## config.mk

```make
export PLATFORM = sky130hd
export DESIGN_NAME = ipd_queue
export DESIGN_NICKNAME = d
export VERILOG_FILES = /design/src/sv/ipd_pkg.sv /design/src/sv/ipd_queue.sv
export SDC_FILE = /design/constraint.sdc
export NUM_CORES = 1
export LEC_CHECK = 0
export ABC_AREA = 1
export BUFFER_PORTS_ARGS = -buffer_cell sky130_fd_sc_hd__buf_2
export CAP_MARGIN = 20
export CORE_ASPECT_RATIO = 0.5
export CORE_UTILIZATION = 30
export CTS_CLUSTER_DIAMETER = 30
export DETAILED_ROUTE_END_ITERATION = 12
export PLACE_DENSITY_LB_ADDON = 0.1
export SYNTH_ARGS = -nofsm -noshare
export SYNTH_HDL_FRONTEND = slang
export SYNTH_SLANG_ARGS = --single-unit
```

## constraint.sdc

```tcl
create_clock -name clk -period 2.1 [get_ports clk]
set_clock_uncertainty 0.15 [all_clocks]
set_input_delay 0.63 -clock clk [delete_from_list [all_inputs] [get_ports clk]]
set_output_delay 0.63 -clock clk [all_outputs]
set_load 0.01 [all_outputs]
```

## src/sv/ipd_pkg.sv

```systemverilog
package ipd_pkg;

    // Page geometry
    localparam int PAGE_BYTES = 4096;
    localparam int ADDR_W     = $clog2(PAGE_BYTES);
    localparam int POS_W      = ADDR_W + 1;
    localparam int LEN_W      = 13;
    localparam int PROD_W     = 13;
    localparam int CNT_W      = 16;
    localparam int PROD_MUL_W = 2 * CNT_W;
    localparam int HDR_IDX_W  = 2;

    // Request opcodes
    localparam logic [1:0] OP_START = 2'd0;
    localparam logic [1:0] OP_PUSH  = 2'd1;
    localparam logic [1:0] OP_PULL  = 2'd2;

    // Header byte positions
    localparam logic [HDR_IDX_W-1:0] HDR_COUNT_LO = 2'd0;
    localparam logic [HDR_IDX_W-1:0] HDR_COUNT_HI = 2'd1;
    localparam logic [HDR_IDX_W-1:0] HDR_LEN_LO   = 2'd2;
    localparam logic [HDR_IDX_W-1:0] HDR_LEN_HI   = 2'd3;

    // Status codes
    localparam logic [1:0] ST_OK       = 2'd0;
    localparam logic [1:0] ST_REJECTED = 2'd1;
    localparam logic [1:0] ST_OVERFLOW = 2'd2;

    typedef enum logic [2:0] {
        PH_IDLE,
        PH_HEADER,
        PH_PATTERN,
        PH_REPLAY,
        PH_DONE
    } phase_t;

    typedef enum logic [1:0] {
        MEM_NONE,
        MEM_WRITE,
        MEM_READ
    } mem_op_t;

    typedef struct packed {
        logic [1:0]       op;
        logic [7:0]       byte_in;
        logic [LEN_W-1:0] page_len;
    } req_t;

    typedef struct packed {
        logic              accepted;
        logic              out_valid;
        logic [7:0]        out_byte;
        logic              done_res;
        logic [PROD_W-1:0] produced;
        logic [1:0]        status;
    } res_t;

    // Front-to-back command: store access plus the rest of the result
    typedef struct packed {
        mem_op_t           mem_op;
        logic [ADDR_W-1:0] addr;
        logic [7:0]        data;
        logic              accepted;
        logic              done_res;
        logic [PROD_W-1:0] produced;
        logic [1:0]        status;
    } cmd_t;

endpackage

```

## src/sv/ipd_queue.sv

```systemverilog
module ipd_queue (
    input  logic          clk,
    input  logic          rst_n,
    input  logic          push,
    input  ipd_pkg::cmd_t push_data,
    output logic          full,
    input  logic          pop,
    output logic          head_valid,
    output ipd_pkg::cmd_t head_data
);
    import ipd_pkg::*;

    cmd_t       entry_reg [2];
    logic       wr_ptr_reg, wr_ptr_next;
    logic       rd_ptr_reg, rd_ptr_next;
    logic [1:0] count_reg, count_next;
    logic       do_push;
    logic       do_pop;

    assign full       = (count_reg == 2'd2);
    assign head_valid = (count_reg != 2'd0);
    assign head_data  = entry_reg[rd_ptr_reg];
    assign do_push    = push && !full;
    assign do_pop     = pop && head_valid;

    // Pointer and occupancy update
    always_comb
    begin
        wr_ptr_next = wr_ptr_reg ^ do_push;
        rd_ptr_next = rd_ptr_reg ^ do_pop;
        count_next  = count_reg + 2'(do_push) - 2'(do_pop);
    end

    always_ff @(posedge clk or negedge rst_n)
    begin
        if (!rst_n)
        begin
            wr_ptr_reg <= 1'b0;
            rd_ptr_reg <= 1'b0;
            count_reg  <= 2'd0;
        end
        else
        begin
            wr_ptr_reg <= wr_ptr_next;
            rd_ptr_reg <= rd_ptr_next;
            count_reg  <= count_next;
        end
    end

    // Entry storage
    always_ff @(posedge clk)
    begin
        if (do_push)
            entry_reg[wr_ptr_reg] <= push_data;
    end

endmodule

```

==> results.yml <==
run_status:
  outcome: "finished, violations left"
  violations_in_the_final_reports: "setup timing"
detailed_routing:
  drcViolationCount: 0
  via_count: 1923
  routed_wirelength_mm: 6.28
  first_iter_violations: 93
  wire_per_inst_um: 13.4
  drt_pass1_iterations: 4
  ant_nets: 0
  vias_per_cell: 4.11
floorplan:
  design.portCount: 84
  fp.dieArea_sq_um: 10900
  placeableCoreArea_sq_um: 9790
  core.rowCount: 25
  die_outline_height_um: 74.3
  die_w_um: 147
  initial_utilization: 0.320
worst_setup_path:
  worst-setup-path-type: "reg -> out"
  timing.critical_path.buf_inv: 3
  path_delay_family: "flip-flops"
  timing.critical_path.fanout_max: 20
  cp_cell_sequence: "buf_12 > inv_8 > nand2_1 > nand2_1 > buf_2"
  crit_path_end_kind: "output port"
  worst_ep_required_time_ns: 1.32
  critical_path.slowest_cell: "sky130_fd_sc_hd__dfrtp_2"
  critical_path.most_common_cell: "sky130_fd_sc_hd__nand2_1"
  crit_path_max_incr_delay_ns: 0.45
  worst_ep_arrival_time_ns: 1.33
  timing.critical_path.from_type: "register"
logic_synthesis:
  top_cells_by_area_in_the_synthesized_netlist: "sky130_fd_sc_hd__edfxtp_1, sky130_fd_sc_hd__nand2_1, sky130_fd_sc_hd__dfrtp_1"
  postSynthNetCount: 282
  syn-mean-instance-area_sq_um: 13.3
  yosys_register_bits: 82
  synth_warnings: 0
  cell_taking_the_most_area_after_synthesis: "sky130_fd_sc_hd__edfxtp_1"
  synth.lib_cells_used.distinct: 13
  synthesis.area_sq_um: 3140
  synth.yosys.seq_area_share: 0.779
  synth_largest_type_area_fraction: 0.747
  syn_inst: 235
layout:
  mostFrequentLayoutCells: "sky130_fd_sc_hd__nand2_1, sky130_fd_sc_hd__buf_2, sky130_fd_sc_hd__edfxtp_1, sky130_fd_sc_hd__inv_1, sky130_fd_sc_hd__clkbuf_16"
  design.final.nets: 376
  final_instance_area_sq_um: 4050
  mostFrequentLayoutCell: "sky130_fd_sc_hd__nand2_1"
  area.growth.synth_to_final_pct: 29.1
  drive_above_1_share: 0.327
  largest_register_ff_count: 78
  postLayoutCoreUtil: 0.414
  antenna_cell_count: 0
  post_layout_nonfiller_instances: 468
global_route:
  grt_util_all_layers: 0.120
  number_of_global_route_vias_before_repair: 1928
  grt_max_degree: 41
  global_route.overflow_total: 0
  grt_antenna_before_repair: 0
  grt_first_pass_wirelength_mm: 9.36
timing:
  min_period_ns: 2.11
  fmaxAchievable_mhz: 473
  final_max_slew_viol_count: 0
  worst_pin_slew_ns: 0.225
  finalCritPeriodShare: 1.01
  grt_setup_unrepaired: "true"
  hold_violations: 0
  setup_violations: 5
  normalized_max_slew_margin: 0.848
  timing.final.ws_setup_ns: -0.0127
power_and_ir_drop:
  ir_worst_vdd_v: 0.000387
  leakage_power_total_uw: 0.00177
  report.power.total_uw: 5760
  cellPowerDensity_nw_per_um2: 1420
placement:
  dp_worst_setup_slack_ns: 0.267
  rd_place_congestion: 0.669
  post-place-cells: 450
  hpwl_mm: 3.99
  port-buffer-count: 83
  placed_area_sq_um: 3710
clock_network:
  tritoncts: "yes"
  h-tree-depth: 3
  clkLatencyLatePin_ns: 0.32
  worst_setup_hold_path_clk_slew_ns: 0.05
  cts.sinks: 82
  clock-root-buffer: "sky130_fd_sc_hd__clkbuf_16"
  cts_max_path_buffers: 2
  cts-buffers-inserted: 9
flow_run:
  max_cap_viol_count: 0
hold_path:
  hp_class: "in -> reg"
==> metrics by stage <==
| stage | setup TNS (ns) | hold WS (ns) |
|---|---|---|
| 6_report | -0.0260 | 0.337 |
| 5_1_grt | -2.25 | 0.323 |
| 4_1_cts | -0.0364 | 0.322 |
| 3_5_place_dp | 0 | 0.298 |
| 3_3_place_gp | 0 | 0.295 |
| 2_1_floorplan | -19.18 | 0.184 |
==> path summary, 6_finish.rpt <==
kind / start / to / slack [ns] / cells past startpoint
worst max-delay path: rd_ptr_reg$_DFF_PN0_ / head_data[6] / -0.01 / 5
worst max register to register: count_reg[1]$_DFF_PN0_ / count_reg[1]$_DFF_PN0_ / 0.51 / 10
worst min register to register: count_reg[0]$_DFF_PN0_ / count_reg[0]$_DFF_PN0_ / 0.41 / 1
min in group asynchronous: rst_n / rd_ptr_reg$_DFF_PN0_ / 0.48 / 2
worst min-delay path: push_data[22] / entry_reg[0][22]$_DFFE_PP_ / 0.34 / 1
max in group asynchronous: rst_n / rd_ptr_reg$_DFF_PN0_ / 1.18 / 2
==> per-layer routing <==
| layer | vias up | track usage | wire length (um) |
|---|---|---|---|
| met3 | 11 | 0.0454 | 312 |
| met4 | 0 | 0.0556 | 119 |
| met2 | 44 | 0.203 | 3020 |
| li1 | 968 | - | - |
| met5 | - | 0 | 0 |
| met1 | 900 | 0.139 | 2830 |
==> cell type report <==
class	instances	area [sq um]
clock buffers	11	233
fillers	929	5740
well taps	135	169
repair buffers	91	544
repair inverters	1	11.3
inverters	10	50.0
clock inverters	4	43.8
multi-input cells	134	554
flip-flops and latches	82	2440
==> report_power, final <==
group	leakage [uW]	internal [uW]	switching, uW
Combinational	0.000859	728	1220
Clock	0.000137	905	559
Sequential	0.000772	2240	106
==> cell usage after synthesis (all sizes together) <==
master / count
buf: 9
dfrtp: 4
edfxtp: 78
ha: 4
inv: 10
nand2: 126
nand3: 2
nor2: 1
o21ai: 1
==> repair_timing <==
item / in CTS / in global routing
gates cloned: 0 / 1
endpoints found under the setup margin: 28 / 39
endpoints found under the hold margin: 4 / 0
gates resized for setup: 6 / 1
pin swaps: 0 / 0
setup buffers: 0 / 1
hold buffers: 1 / 0
==> cell families (layout without fill, tap and decap cells) <==
| group | Yosys count | count (layout) | synth area share |
|---|---|---|---|
| AOI/OAI and AO/OA | 1 | 1 | 0.00159 |
| adders and majority gates | 4 | 4 | 0.0160 |
| buffers and inverters | 19 | 117 | 0.0471 |
| DFF | 82 | 82 | 0.779 |
| and+or+nand+nor | 129 | 129 | 0.157 |
==> worst reg2reg max path: stages (launching register included) <==
cell,delay (ns)
sky130_fd_sc_hd__dfrtp_1,0.37
sky130_fd_sc_hd__inv_1,0.10
sky130_fd_sc_hd__nand2_1,0.10
sky130_fd_sc_hd__nand2_1,0.09
sky130_fd_sc_hd__inv_1,0.04
sky130_fd_sc_hd__ha_1,0.27
sky130_fd_sc_hd__inv_1,0.06
sky130_fd_sc_hd__ha_1,0.16
sky130_fd_sc_hd__inv_1,0.04
sky130_fd_sc_hd__nand2_1,0.06
sky130_fd_sc_hd__nand2_1,0.04
(Power assumes the default switching activity.)
