==> src/sv/ipd_pkg.sv <==
package ipd_pkg;

    // Page geometry
    localparam int PAGE_BYTES = 4096;
    localparam int ADDR_W     = $clog2(PAGE_BYTES);
    localparam int POS_W      = ADDR_W + 1;
    localparam int LEN_W      = 13;
    localparam int PROD_W     = 13;
    localparam int CNT_W      = 16;
    localparam int PROD_MUL_W = 2 * CNT_W;
    localparam int HDR_IDX_W  = 2;

    // Request opcodes
    localparam logic [1:0] OP_START = 2'd0;
    localparam logic [1:0] OP_PUSH  = 2'd1;
    localparam logic [1:0] OP_PULL  = 2'd2;

    // Header byte positions
    localparam logic [HDR_IDX_W-1:0] HDR_COUNT_LO = 2'd0;
    localparam logic [HDR_IDX_W-1:0] HDR_COUNT_HI = 2'd1;
    localparam logic [HDR_IDX_W-1:0] HDR_LEN_LO   = 2'd2;
    localparam logic [HDR_IDX_W-1:0] HDR_LEN_HI   = 2'd3;

    // Status codes
    localparam logic [1:0] ST_OK       = 2'd0;
    localparam logic [1:0] ST_REJECTED = 2'd1;
    localparam logic [1:0] ST_OVERFLOW = 2'd2;

    typedef enum logic [2:0] {
        PH_IDLE,
        PH_HEADER,
        PH_PATTERN,
        PH_REPLAY,
        PH_DONE
    } phase_t;

    typedef enum logic [1:0] {
        MEM_NONE,
        MEM_WRITE,
        MEM_READ
    } mem_op_t;

    typedef struct packed {
        logic [1:0]       op;
        logic [7:0]       byte_in;
        logic [LEN_W-1:0] page_len;
    } req_t;

    typedef struct packed {
        logic              accepted;
        logic              out_valid;
        logic [7:0]        out_byte;
        logic              done_res;
        logic [PROD_W-1:0] produced;
        logic [1:0]        status;
    } res_t;

    // Front-to-back command: store access plus the rest of the result
    typedef struct packed {
        mem_op_t           mem_op;
        logic [ADDR_W-1:0] addr;
        logic [7:0]        data;
        logic              accepted;
        logic              done_res;
        logic [PROD_W-1:0] produced;
        logic [1:0]        status;
    } cmd_t;

endpackage

==> src/sv/ipd_front.sv <==
module ipd_front (
    input  logic          clk,
    input  logic          rst_n,
    input  logic          req_valid,
    input  logic          req_ready,
    input  ipd_pkg::req_t req_data,
    output logic          cmd_push,
    output ipd_pkg::cmd_t cmd_data
);
    import ipd_pkg::*;

    phase_t                phase_reg, phase_next;
    logic [HDR_IDX_W-1:0]  hdr_idx_reg, hdr_idx_next;
    logic [CNT_W-1:0]      rep_count_reg, rep_count_next;
    logic [CNT_W-1:0]      pat_len_reg, pat_len_next;
    logic [ADDR_W-1:0]     src_left_reg, src_left_next;
    logic [CNT_W-1:0]      iter_reg, iter_next;
    logic [POS_W-1:0]      pos_reg, pos_next;
    logic [PROD_W-1:0]     produced_reg, produced_next;
    logic [1:0]            error_reg, error_next;
    logic [PROD_MUL_W-1:0] total_reg, total_next;

    logic                  fire;
    logic [ADDR_W-1:0]     src_dec;
    logic [POS_W-1:0]      pos_inc;
    logic [CNT_W-1:0]      iter_inc;
    logic [CNT_W-1:0]      len_full;
    logic [PROD_MUL_W-1:0] room;
    logic                  push_ok;
    logic                  hdr_push;
    logic                  pat_push;
    logic                  pull_ok;
    logic                  start_ok;

    assign fire     = req_valid && req_ready;
    assign src_dec  = src_left_reg - 1'b1;
    assign pos_inc  = pos_reg + 1'b1;
    assign iter_inc = iter_reg + 1'b1;
    assign len_full = {req_data.byte_in, pat_len_reg[7:0]};
    assign room     = PROD_MUL_W'(PAGE_BYTES) - PROD_MUL_W'(produced_reg);
    assign push_ok  = (req_data.op == OP_PUSH) && (src_left_reg != '0);
    assign hdr_push = push_ok && (phase_reg == PH_HEADER);
    assign pat_push = push_ok && (phase_reg == PH_PATTERN);
    assign pull_ok  = (req_data.op == OP_PULL) && (phase_reg == PH_REPLAY);
    assign start_ok = (req_data.op == OP_START)
                      && (32'(req_data.page_len) < 32'(PAGE_BYTES));

    // Next-state logic for the page sequencer
    always_comb
    begin
        phase_next     = phase_reg;
        hdr_idx_next   = hdr_idx_reg;
        rep_count_next = rep_count_reg;
        pat_len_next   = pat_len_reg;
        src_left_next  = src_left_reg;
        iter_next      = iter_reg;
        pos_next       = pos_reg;
        produced_next  = produced_reg;
        error_next     = error_reg;
        total_next     = total_reg;

        case (req_data.op)
            OP_START:
            begin
                hdr_idx_next   = '0;
                rep_count_next = '0;
                pat_len_next   = '0;
                iter_next      = '0;
                pos_next       = '0;
                produced_next  = '0;
                error_next     = ST_OK;
                if (!start_ok)
                begin
                    src_left_next = '0;
                    phase_next    = PH_DONE;
                    error_next    = ST_REJECTED;
                end
                else
                begin
                    src_left_next = req_data.page_len[ADDR_W-1:0];
                    phase_next    = (req_data.page_len == '0) ? PH_DONE : PH_HEADER;
                end
            end
            OP_PUSH:
            begin
                if (hdr_push)
                begin
                    src_left_next = src_dec;
                    hdr_idx_next  = hdr_idx_reg + 1'b1;
                    case (hdr_idx_reg)
                        HDR_COUNT_LO: rep_count_next = CNT_W'(req_data.byte_in);
                        HDR_COUNT_HI: rep_count_next = {req_data.byte_in, rep_count_reg[7:0]};
                        HDR_LEN_LO:   pat_len_next   = CNT_W'(req_data.byte_in);
                        default:      pat_len_next   = len_full;
                    endcase
                    if (hdr_idx_reg == HDR_LEN_HI)
                    begin
                        total_next = PROD_MUL_W'(rep_count_reg) * PROD_MUL_W'(len_full);
                        if (rep_count_reg == '0)
                        begin
                            phase_next = PH_DONE;
                            error_next = ST_OK;
                        end
                        else if (len_full == '0)
                        begin
                            // empty pattern: move on to the next record
                            pos_next   = '0;
                            iter_next  = '0;
                            phase_next = (src_dec == '0) ? PH_DONE : PH_HEADER;
                            if (src_dec == '0)
                                error_next = ST_OK;
                        end
                        else if (src_dec == '0)
                        begin
                            phase_next = PH_DONE;
                            error_next = ST_OK;
                        end
                        else
                        begin
                            phase_next = PH_PATTERN;
                            pos_next   = '0;
                        end
                    end
                    else if (src_dec == '0)
                    begin
                        phase_next = PH_DONE;
                        error_next = ST_OK;
                    end
                end
                else if (pat_push)
                begin
                    src_left_next = src_dec;
                    pos_next      = pos_inc;
                    if (CNT_W'(pos_inc) >= pat_len_reg)
                    begin
                        // full record in store: check room before replay
                        if (total_reg > room)
                        begin
                            phase_next = PH_DONE;
                            error_next = ST_OVERFLOW;
                        end
                        else
                        begin
                            phase_next = PH_REPLAY;
                            pos_next   = '0;
                            iter_next  = '0;
                        end
                    end
                    else if (src_dec == '0)
                    begin
                        phase_next = PH_DONE;
                        error_next = ST_OK;
                    end
                end
            end
            OP_PULL:
            begin
                if (pull_ok)
                begin
                    produced_next = produced_reg + 1'b1;
                    pos_next      = pos_inc;
                    if (CNT_W'(pos_inc) >= pat_len_reg)
                    begin
                        pos_next  = '0;
                        iter_next = iter_inc;
                        if (iter_inc >= rep_count_reg)
                        begin
                            hdr_idx_next = '0;
                            iter_next    = '0;
                            if (src_left_reg == '0)
                            begin
                                phase_next = PH_DONE;
                                error_next = ST_OK;
                            end
                            else
                            begin
                                phase_next = PH_HEADER;
                            end
                        end
                    end
                end
            end
            default:
            begin
                phase_next = phase_reg;
            end
        endcase
    end

    // Command and result fields for the back end
    always_comb
    begin
        cmd_push          = fire;
        cmd_data.mem_op   = MEM_NONE;
        cmd_data.addr     = pos_reg[ADDR_W-1:0];
        cmd_data.data     = req_data.byte_in;
        cmd_data.accepted = start_ok || hdr_push || pat_push;
        cmd_data.done_res = (phase_next == PH_DONE);
        cmd_data.produced = produced_next;
        cmd_data.status   = error_next;
        if (pat_push)
            cmd_data.mem_op = MEM_WRITE;
        else if (pull_ok)
            cmd_data.mem_op = MEM_READ;
    end

    // State registers
    always_ff @(posedge clk or negedge rst_n)
    begin
        if (!rst_n)
        begin
            phase_reg     <= PH_IDLE;
            hdr_idx_reg   <= '0;
            rep_count_reg <= '0;
            pat_len_reg   <= '0;
            src_left_reg  <= '0;
            iter_reg      <= '0;
            pos_reg       <= '0;
            produced_reg  <= '0;
            error_reg     <= ST_OK;
            total_reg     <= '0;
        end
        else if (fire)
        begin
            phase_reg     <= phase_next;
            hdr_idx_reg   <= hdr_idx_next;
            rep_count_reg <= rep_count_next;
            pat_len_reg   <= pat_len_next;
            src_left_reg  <= src_left_next;
            iter_reg      <= iter_next;
            pos_reg       <= pos_next;
            produced_reg  <= produced_next;
            error_reg     <= error_next;
            total_reg     <= total_next;
        end
    end

endmodule

==> config.mk <==
export PLATFORM = sky130hd
export DESIGN_NAME = ipd_front
export DESIGN_NICKNAME = d
export VERILOG_FILES = /design/src/sv/ipd_pkg.sv /design/src/sv/ipd_front.sv
export SDC_FILE = /design/constraint.sdc
export NUM_CORES = 1
export LEC_CHECK = 0
export BUFFER_PORTS_ARGS = -buffer_cell sky130_fd_sc_hd__buf_4
export CAP_MARGIN = 10
export CORE_ASPECT_RATIO = 1.75
export CORE_MARGIN = 2
export CORE_UTILIZATION = 30
export CTS_CLUSTER_SIZE = 16
export DETAILED_ROUTE_END_ITERATION = 8
export PLACE_DENSITY_LB_ADDON = 0.3
export SYNTH_ARGS = -nofsm -noshare
export SYNTH_HDL_FRONTEND = slang
export SYNTH_SLANG_ARGS = --single-unit
==> constraint.sdc <==
create_clock -name clk -period 8.7 [get_ports clk]
set_clock_uncertainty 0.1 [all_clocks]
set_input_delay 1.74 -clock clk [delete_from_list [all_inputs] [get_ports clk]]
set_output_delay 1.74 -clock clk [all_outputs]
set_load 0.1 [all_outputs]
==> flow_metrics.tcl, run 1 <==
set metrics [dict create \
    grt_pass1_vias 14500 \
    irDropWorstVdd_mv 0.443 \
    status "complete, no violations" \
    setup_tns_ns 0 \
    hold_buffers 0 \
    grt_pass1_wl_mm 78.9 \
    cts_buffer_depth 2 \
    drt-total-wl_mm 48.9 \
    rsz0062_at_grt "no" \
    num_vias 13700 \
    worstHoldPathCells 2 \
    grt_max_degree 72 \
    fin_cells 2673 \
    fp.dieH_um 317 \
    gr-total-overflow 0 \
    fmax_mhz 133 \
    crit_path_end_kind "flop" \
    vias_per_cell 5.11 \
    cts_root_buffer "clkbuf_16" \
    dp.cells 2643 \
    p_per_area_nw_per_um2 382 \
    synthTopCellsByCount "nand2_1, inv_1, fa_1" \
    synth_area_leaders "fa_1, dfrtp_1, ha_1, nand2_1, inv_1" \
    final_nets 2366 \
    hold_class "flop to flop" \
    synth_edf_count 0 \
    syn_avg_cell_area_um2 8.46 \
    coreArea_um2 55200 \
    ff2ff_setup_slack_ns 1.66 \
    synth_seq_cells 125 \
    post-cts-setup-buffers 0 \
    wl_met3_mm 2.03 \
    hp-start "pat_len_reg[11]$_DFFE_PN0P_" \
    dieArea_um2 57800 \
    diodes 0 \
    r2r-end "total_reg[31]$_DFFE_PN0P_" \
    antenna_found_initial 0 \
    area_growth_pct 8.75 \
    cts_sinks 125 \
    drc 0 \
    dp_hpwl_mm 38.9 \
    ys_types 79 \
    start_util 0.303 \
    worstSetupPathType "primary input to flop" \
    r2r_start "rep_count_reg[11]$_DFFE_PN0P_" \
    postLayoutCoreUtil 0.330 \
    wl_met2_mm 26.4 \
    synth_nets 2380 \
    drive_above_1_share 0.0749 \
    yosys.area.top_type "fa_1" \
    startpoint_type "primary input" \
    h-tree-depth 4 \
    fin_crit_ns 7.51 \
    num_rows 114 \
    p_leak_nw 9.00 \
    finalSetupViolations 0 \
    place_congestion 0.892 \
    worstPathMaxFanout 22 \
    port_buffers 66 \
    drt-initial-drc-count 934 \
    yosysMostFrequentCell "nand2_1" \
    r2r_cells 21 \
    seq_area_frac_synth 0.187 \
    synth_warnings 0 \
    ant_nets 0 \
    holdWs_ns 0.383 \
    required_ns 8.93 \
    cts_tree "done" \
    hold_end "pat_len_reg[11]$_DFFE_PN0P_" \
    synth.top_cell.area_share 0.232 \
    hold_violations 0 \
    syn-instance-count 1980 \
    largest_reg_flops 32 \
    synthFlopType "dfrtp_1" \
    wl_met1_mm 17.8 \
    syn_area_um2 16700 \
    relSlewSlack 0.250 \
    grt.total_usage 0.177 \
    finalCritPeriodShare 0.864 \
    dpl-instance-area_um2 17700 \
    io_pins 67 \
    die_w_um 183 \
    cp.arrival_ns 7.74 \
    cts.clk_slew.worst_paths_ns 0.06 \
    tightest_slew_ns 1.12 \
    clk-insertion-delay-late_ns 0.45 \
    maxCapViolCount 0 \
    dr.pass1.iters 5 \
    cts_buffers 17 \
    cts.repair.resized 0 \
    top_layer "met4" \
    post_drt_wl_per_cell_um 18.3 \
    stdcell_area_um2 18200 \
    async_flop_share 1.00 \
    maxSlewViolCount 0 \
]
[worst max-delay path, cell delays in order]
cell and delay [ns]:
buf_4 0.26, nand2_1 0.12, fa_1 0.57, inv_1 0.06, fa_1 0.53, fa_1 0.45, fa_1 0.52, fa_1 0.56
inv_1 0.06, fa_1 0.54, inv_1 0.04, ha_1 0.39, a21o_1 0.23, a31o_2 0.25, a21oi_1 0.13, o21ai_0 0.12
a221o_1 0.41, a2111oi_0 0.49, or4_1 0.19, nand3_1 0.07
[through the flow]
step	power [mW]	worst slack [ns]
4_1_cts	7.09	1.20
5_1_grt	7.89	0.760
3_5_place_dp	6.38	0.727
6_report	6.96	1.19
2_1_floorplan	5.01	0.755
3_3_place_gp	6.34	0.729
[metal layers]
layer	track usage	up-vias
li1	-	6383
met1	0.194	6799
met2	0.329	374
met3	0.0185	111
met4	0.102	0
met5	0	-
[final cells by class]
| cell class | instances | area [µm²] |
|---|---|---|
| fill | 5786 | 37000 |
| timing repair buffer | 75 | 567 |
| clock buffer | 19 | 453 |
| sequential | 125 | 3130 |
| inverter | 300 | 1130 |
| tap | 696 | 871 |
| clock inverter | 11 | 70.1 |
| multi-input combinational | 1447 | 12000 |
[how the worst max path moves through the flow]
stage / start / to / slack, ns
after CTS: req_data[20] / total_reg[31]$_DFFE_PN0P_ / 1.20
after floorplan: req_data[14] / total_reg[31]$_DFFE_PN0P_ / 0.76
after detailed placement: req_data[20] / total_reg[31]$_DFFE_PN0P_ / 0.73
final: req_data[14] / total_reg[31]$_DFFE_PN0P_ / 1.19
after global routing: req_data[17] / total_reg[31]$_DFFE_PN0P_ / 0.76
after global placement: req_data[14] / total_reg[31]$_DFFE_PN0P_ / 0.73
[logic make-up (layout without fill, tap and decap cells)]
group / count (synthesis) / count (layout) / synth area share
AOI/OAI and AO/OA: 303 / 303 / 0.118
xor gates and xnor gates: 62 / 62 / 0.0324
adders and majority gates: 373 / 373 / 0.366
buffers and inverters: 408 / 405 / 0.0975
DFF: 125 / 125 / 0.187
muxes: 14 / 14 / 0.00867
and+or+nand+nor: 695 / 695 / 0.191
[layout by cell type, fill, tap and decap left out, drive strengths merged, types with 10 or more instances in the layout]
| cell | count |
|---|---|
| xnor2 | 31 |
| a22o | 10 |
| nor4 | 17 |
| nand2b | 10 |
| or2 | 10 |
| dfrtp | 125 |
| o21ai | 132 |
| clkbuf | 19 |
| nand2 | 337 |
| and2 | 61 |
| a21o | 24 |
| nor3 | 22 |
| nand4 | 25 |
| nor2 | 112 |
| xor2 | 31 |
| buf | 75 |
| a21oi | 44 |
| clkinv | 10 |
| nand3 | 57 |
| ha | 179 |
| fa | 194 |
| a31oi | 11 |
| inv | 298 |
| and3 | 13 |
| mux2i | 10 |
[where the power goes]
part | total, mW | switching, mW | internal (mW)
sequential | 0.827 | 0.179 | 0.648
combinational | 5.46 | 3.27 | 2.19
clock | 0.670 | 0.297 | 0.373
total | 6.96 | 3.74 | 3.21
Power figures use the tool's default switching activity.
==> run 2: changes to the inputs <==
Settings changed: CORE_UTILIZATION 30 to 65, SKIP_LAST_GASP from default to 1.
==> run 2 against run 1 <==
Effect of this change: routed wire length decreased by 7.6%; critical endpoint is now cmd_data[15]; global-route usage increased by 17 points; worst setup slack got worse by 0.11 ns; count of clock-buffer cells in the layout unchanged; highest routed layer unchanged; via count increased by 4.2%.
==> flow_metrics.tcl, run 2 (synthesis results as in run 1) <==
set metrics [dict create \
    critPathMaxStageDelay_ns 0.59 \
    antenna_found_initial 0 \
    die_w_um 125 \
    maxSlewViolCount 0 \
    io_pins 67 \
    hold_class "flop to flop" \
    fp.dieH_um 216 \
    dr.pass1.iters 5 \
    cts_root_buffer "clkbuf_16" \
    final_nets 2366 \
    cts.repair.resized 0 \
    place_congestion 0.965 \
    gr-usage-met2 0.610 \
    crit_path_end_kind "output pin" \
    drt-total-wl_mm 45.2 \
    fmax_mhz 131 \
    cp_common_cell "nor4_1" \
    path_cells "nor4_1 > nand2_1 > o41ai_1 > o21ai_0 > ha_1 > nand4_1 > nor4_1 > o311ai_0 > a31oi_1 > o21ai_1 > a41oi_1 > o211ai_1 > nor4b_2 > buf_4" \
    intPower_mw 3.32 \
    cts_tree "done" \
    hold_buffers 0 \
    fin_crit_ns 7.63 \
    grt-busiest-layer "met2" \
    drt-initial-drc-count 1042 \
    grt_max_degree 70 \
    h-tree-depth 4 \
    irDropWorstVdd_mv 0.462 \
    startpoint_type "flop" \
    required_ns 6.86 \
    p_per_area_nw_per_um2 408 \
    start_util 0.661 \
    grt_pass1_wl_mm 73.5 \
    grt_pass1_vias 14600 \
    dp.cells 2263 \
    cts_sinks 125 \
    p_leak_nw 9.04 \
    crit_slowest_cell "nor4_1" \
    grt.total_usage 0.344 \
    post_drt_wl_per_cell_um 19.7 \
    relSlewSlack 0.256 \
    vias_per_cell 6.20 \
    fin_cells 2295 \
    dieArea_um2 27100 \
    cts_buffers 17 \
    cp.arrival_ns 5.79 \
    worstSetupPathType "flop to output pin" \
    port_buffers 66 \
    hold_violations 0 \
    power.share.sequential 0.112 \
    rsz0062_at_grt "no" \
    setup_tns_ns 0 \
    finalCritPeriodShare 0.877 \
    final_common_cell "nand2_1" \
    p_comb_frac 0.782 \
    coreArea_um2 25300 \
    area_growth_pct 6.45 \
    drc 0 \
    tightest_slew_ns 1.12 \
    gr-total-overflow 0 \
    largest_reg_flops 32 \
    ant_nets 0 \
    status "complete, no violations" \
    postLayoutCoreUtil 0.704 \
    clk-insertion-delay-late_ns 0.46 \
    most-common-layout-cells "nand2_1, inv_1, fa_1" \
    cts.clk_slew.worst_paths_ns 0.06 \
    num_vias 14200 \
    drive_above_1_share 0.0758 \
    use_met1 0.390 \
    netSwitchingPower_mw 3.96 \
    diodes 0 \
    num_rows 77 \
    swShare 0.544 \
    grt_use_met3 0.0437 \
    dp_hpwl_mm 35.0 \
    worstPathMaxFanout 9 \
    maxCapViolCount 0 \
    finalSetupViolations 0 \
    post-cts-setup-buffers 0 \
    cts_buffer_depth 2 \
    clkPwrFrac 0.106 \
]
==> run 2: metrics by stage <==
stage               power, mW  worst slack [ns]  cell area, µm²  hold slack, ns
floorplan                5.01             0.755           16800           0.350
global placement         6.26             0.820           17200           0.364
detailed placement       6.42             0.732           17200           0.371
CTS                      7.25              1.20           17800           0.385
global route             8.07             0.835           17800           0.415
finish                   7.28              1.07           17800           0.380
==> run 2: worst max-delay path: cells and delay by family (launching register included) <==
family / cells / cell delay [ns]
AOI/OAI and AO/OA: 7 / 2.33
DFF: 1 / 0.47
adders and majority gates: 1 / 0.39
and+or+nand+nor: 5 / 1.79
buffers and inverters: 1 / 0.34
==> run 2: power by group through the flow <==
stage	registers (mW)	clock network [mW]	logic [mW]
global placement	0.811	0	5.45
global route	0.822	0.788	6.46
finish	0.818	0.768	5.69
detailed placement	0.816	0	5.60
CTS	0.806	0.771	5.68
floorplan	0.713	0	4.30
==> run 2: layout make-up <==
| cell class | instances | area, µm² |
|---|---|---|
| clock buffer | 19 | 453 |
| clock inverter | 13 | 164 |
| fill | 2055 | 7510 |
| inverter | 300 | 1130 |
| multi-input combinational | 1447 | 12000 |
| sequential | 125 | 3130 |
| tap | 316 | 395 |
| timing repair buffer | 75 | 563 |
==> run 2: worst paths after layout <==
check                                            startpoint                     endpoint  slack (ns)  cells past startpoint
max in group asynchronous                             rst_n      pos_reg[12]$_DFFE_PN0P_        5.83                      2
worst max-delay path            produced_reg[3]$_DFFE_PN0P_                 cmd_data[15]        1.07                     14
worst min-delay path            pat_len_reg[10]$_DFFE_PN0P_  pat_len_reg[10]$_DFFE_PN0P_        0.38                      2
worst max register to register   pat_len_reg[6]$_DFFE_PN0P_    total_reg[31]$_DFFE_PN0P_        1.67                     21
worst min register to register  pat_len_reg[10]$_DFFE_PN0P_  pat_len_reg[10]$_DFFE_PN0P_        0.38                      2
min in group asynchronous                             rst_n  produced_reg[8]$_DFFE_PN0P_        1.25                      1
==> run 2: per-layer routing <==
metal	up-vias	routed length, µm
li1	6389	-
met1	6964	15700
met2	665	23500
met3	220	2720
met4	0	3360
met5	-	0
==> run 3: changes to the inputs <==
Settings changed: CORE_ASPECT_RATIO 1.75 to 0.75.
==> run 3 against run 2 <==
Effect of this change: via count shrank 0.60%; global-route usage shrank 0.38 points; core utilization grew 0.68 points; worst setup slack gained 0.078 ns; count of clock-buffer cells in the layout shrank 1; sequential power grew 0.6%; non-clock buffer count shrank 1; first-iteration DRC count grew 52%; maximum frequency grew 1.0%; routed wire length shrank 3.5%; combinational power shrank 4.0%; critical path type is now primary input to flop.
==> flow_metrics.tcl, run 3 (synthesis results as in run 1) <==
set metrics [dict create \
    finalCritPeriodShare 0.868 \
    critPathMaxStageDelay_ns 0.56 \
    area_growth_pct 6.68 \
    cts.repair.resized 0 \
    final_nets 2365 \
    stdcell_area_um2 17900 \
    post-cts-setup-buffers 0 \
    num_vias 14200 \
    drc 0 \
    place_congestion 0.916 \
    worstSetupPathType "primary input to flop" \
    setup_tns_ns 0 \
    fin_ws_ns 1.15 \
    cts_buffer_depth 2 \
    most-common-layout-cells "nand2_1, inv_1, fa_1" \
    p_leak_nw 9.05 \
    fmax_mhz 132 \
    relSlewSlack 0.259 \
    postLayoutCoreUtil 0.710 \
    tightest_slew_ns 1.11 \
    start_util 0.666 \
    drive_above_1_share 0.0748 \
    antenna_found_initial 0 \
    hp-start "total_reg[30]$_DFFE_PN0P_" \
    post_drt_wl_per_cell_um 18.9 \
    finalSetupViolations 0 \
    r2r-end "total_reg[31]$_DFFE_PN0P_" \
    worstHoldPathCells 2 \
    grt_pass1_vias 13800 \
    path_cells "buf_4 > nand2_1 > fa_1 > inv_1 > fa_1 > fa_1 > fa_1 > fa_1 > inv_1 > fa_1 > inv_1 > ha_1 > a21o_1 > a31o_2 > a21oi_1 > o21ai_0 > a221o_1 > a2111oi_0 > or4_1 > nand3_1" \
    port_buffers 66 \
    drt-initial-drc-count 1587 \
    hold_violations 0 \
    worstPathMaxFanout 22 \
    r2r_cells 21 \
    required_ns 8.91 \
    hold_end "total_reg[30]$_DFFE_PN0P_" \
    final_common_cell "nand2_1" \
    num-fill-cells 1905 \
    io_pins 67 \
    cts_buffers 17 \
    num_rows 50 \
    ff2ff_setup_slack_ns 1.55 \
    gr-total-overflow 0 \
    fin_crit_ns 7.55 \
    dp_hpwl_mm 33.8 \
    vias_per_cell 6.11 \
    maxSlewViolCount 0 \
    crit_path_end_kind "flop" \
    diodes 0 \
    maxCapViolCount 0 \
    largest_reg_flops 32 \
    rsz0062_at_grt "no" \
    dpl-instance-area_um2 17200 \
    startpoint_type "primary input" \
    preCtsSetupSlack_ns 0.750 \
    die_w_um 189 \
    hold_class "flop to flop" \
    crit_slowest_cell "fa_1" \
    grt_max_degree 70 \
    ant_nets 0 \
    grt.total_usage 0.341 \
    status "complete, no violations" \
    cp_common_cell "fa_1" \
    grt_pass1_wl_mm 71.7 \
    holdWs_ns 0.391 \
    h-tree-depth 4 \
    drt-total-wl_mm 43.7 \
    cts_root_buffer "clkbuf_16" \
    coreArea_um2 25100 \
    fp.dieH_um 143 \
    cts_sinks 125 \
    irDropWorstVdd_mv 0.487 \
    cp.arrival_ns 7.76 \
    hold_buffers 0 \
    cts_tree "done" \
    cts.clk_slew.worst_paths_ns 0.06 \
    dieArea_um2 27100 \
    dr.pass1.iters 7 \
    clk-insertion-delay-late_ns 0.45 \
    p_per_area_nw_per_um2 397 \
    r2r_start "pat_len_reg[6]$_DFFE_PN0P_" \
]
## run 3: power by group
group	switching (mW)	internal (mW)	total (mW)
Sequential	0.175	0.648	0.823
Combinational	3.30	2.17	5.46
Clock	0.311	0.487	0.797
## run 3: worst max-delay path by stage
stage | startpoint | endpoint | slack [ns] | cells past startpoint
floorplan | req_data[14] | total_reg[31]$_DFFE_PN0P_ | 0.76 | 22
global placement | req_data[17] | total_reg[31]$_DFFE_PN0P_ | 0.87 | 20
detailed placement | req_data[17] | total_reg[31]$_DFFE_PN0P_ | 0.75 | 20
CTS | req_data[17] | total_reg[31]$_DFFE_PN0P_ | 1.20 | 20
global route | req_data[17] | total_reg[31]$_DFFE_PN0P_ | 0.78 | 20
finish | req_data[17] | total_reg[31]$_DFFE_PN0P_ | 1.15 | 20
## run 3: final cells by class
class	instances	area, µm²	share of cell area
well taps	338	423	0.0237
inverters	300	1130	0.0630
clock buffers	18	429	0.0240
repair buffers	74	556	0.0311
flip-flops and latches	125	3130	0.175
clock inverters	14	206	0.0116
multi-input cells	1447	12000	0.672
## run 3: critical path: cells and delay by family
family	cells	cell delay, ns
simple gates	3	0.40
buf+inv	4	0.42
compound gates	6	1.68
fa+ha+maj	7	3.52
## run 3: per-layer routing
layer,GRT usage,wire length (µm),vias to the layer above
met4,0.112,1310,0
met3,0.0890,4750,111
li1,-,-,6395
met5,0,0,-
met1,0.479,18200,6912
met2,0.516,19400,734
## run 3: through the flow
stage	power, mW	instances
final	7.08	2316
after global routing	7.88	2316
after CTS	7.06	2316
after detailed placement	6.23	2284
after global placement	6.04	2284
after floorplan	5.01	1980
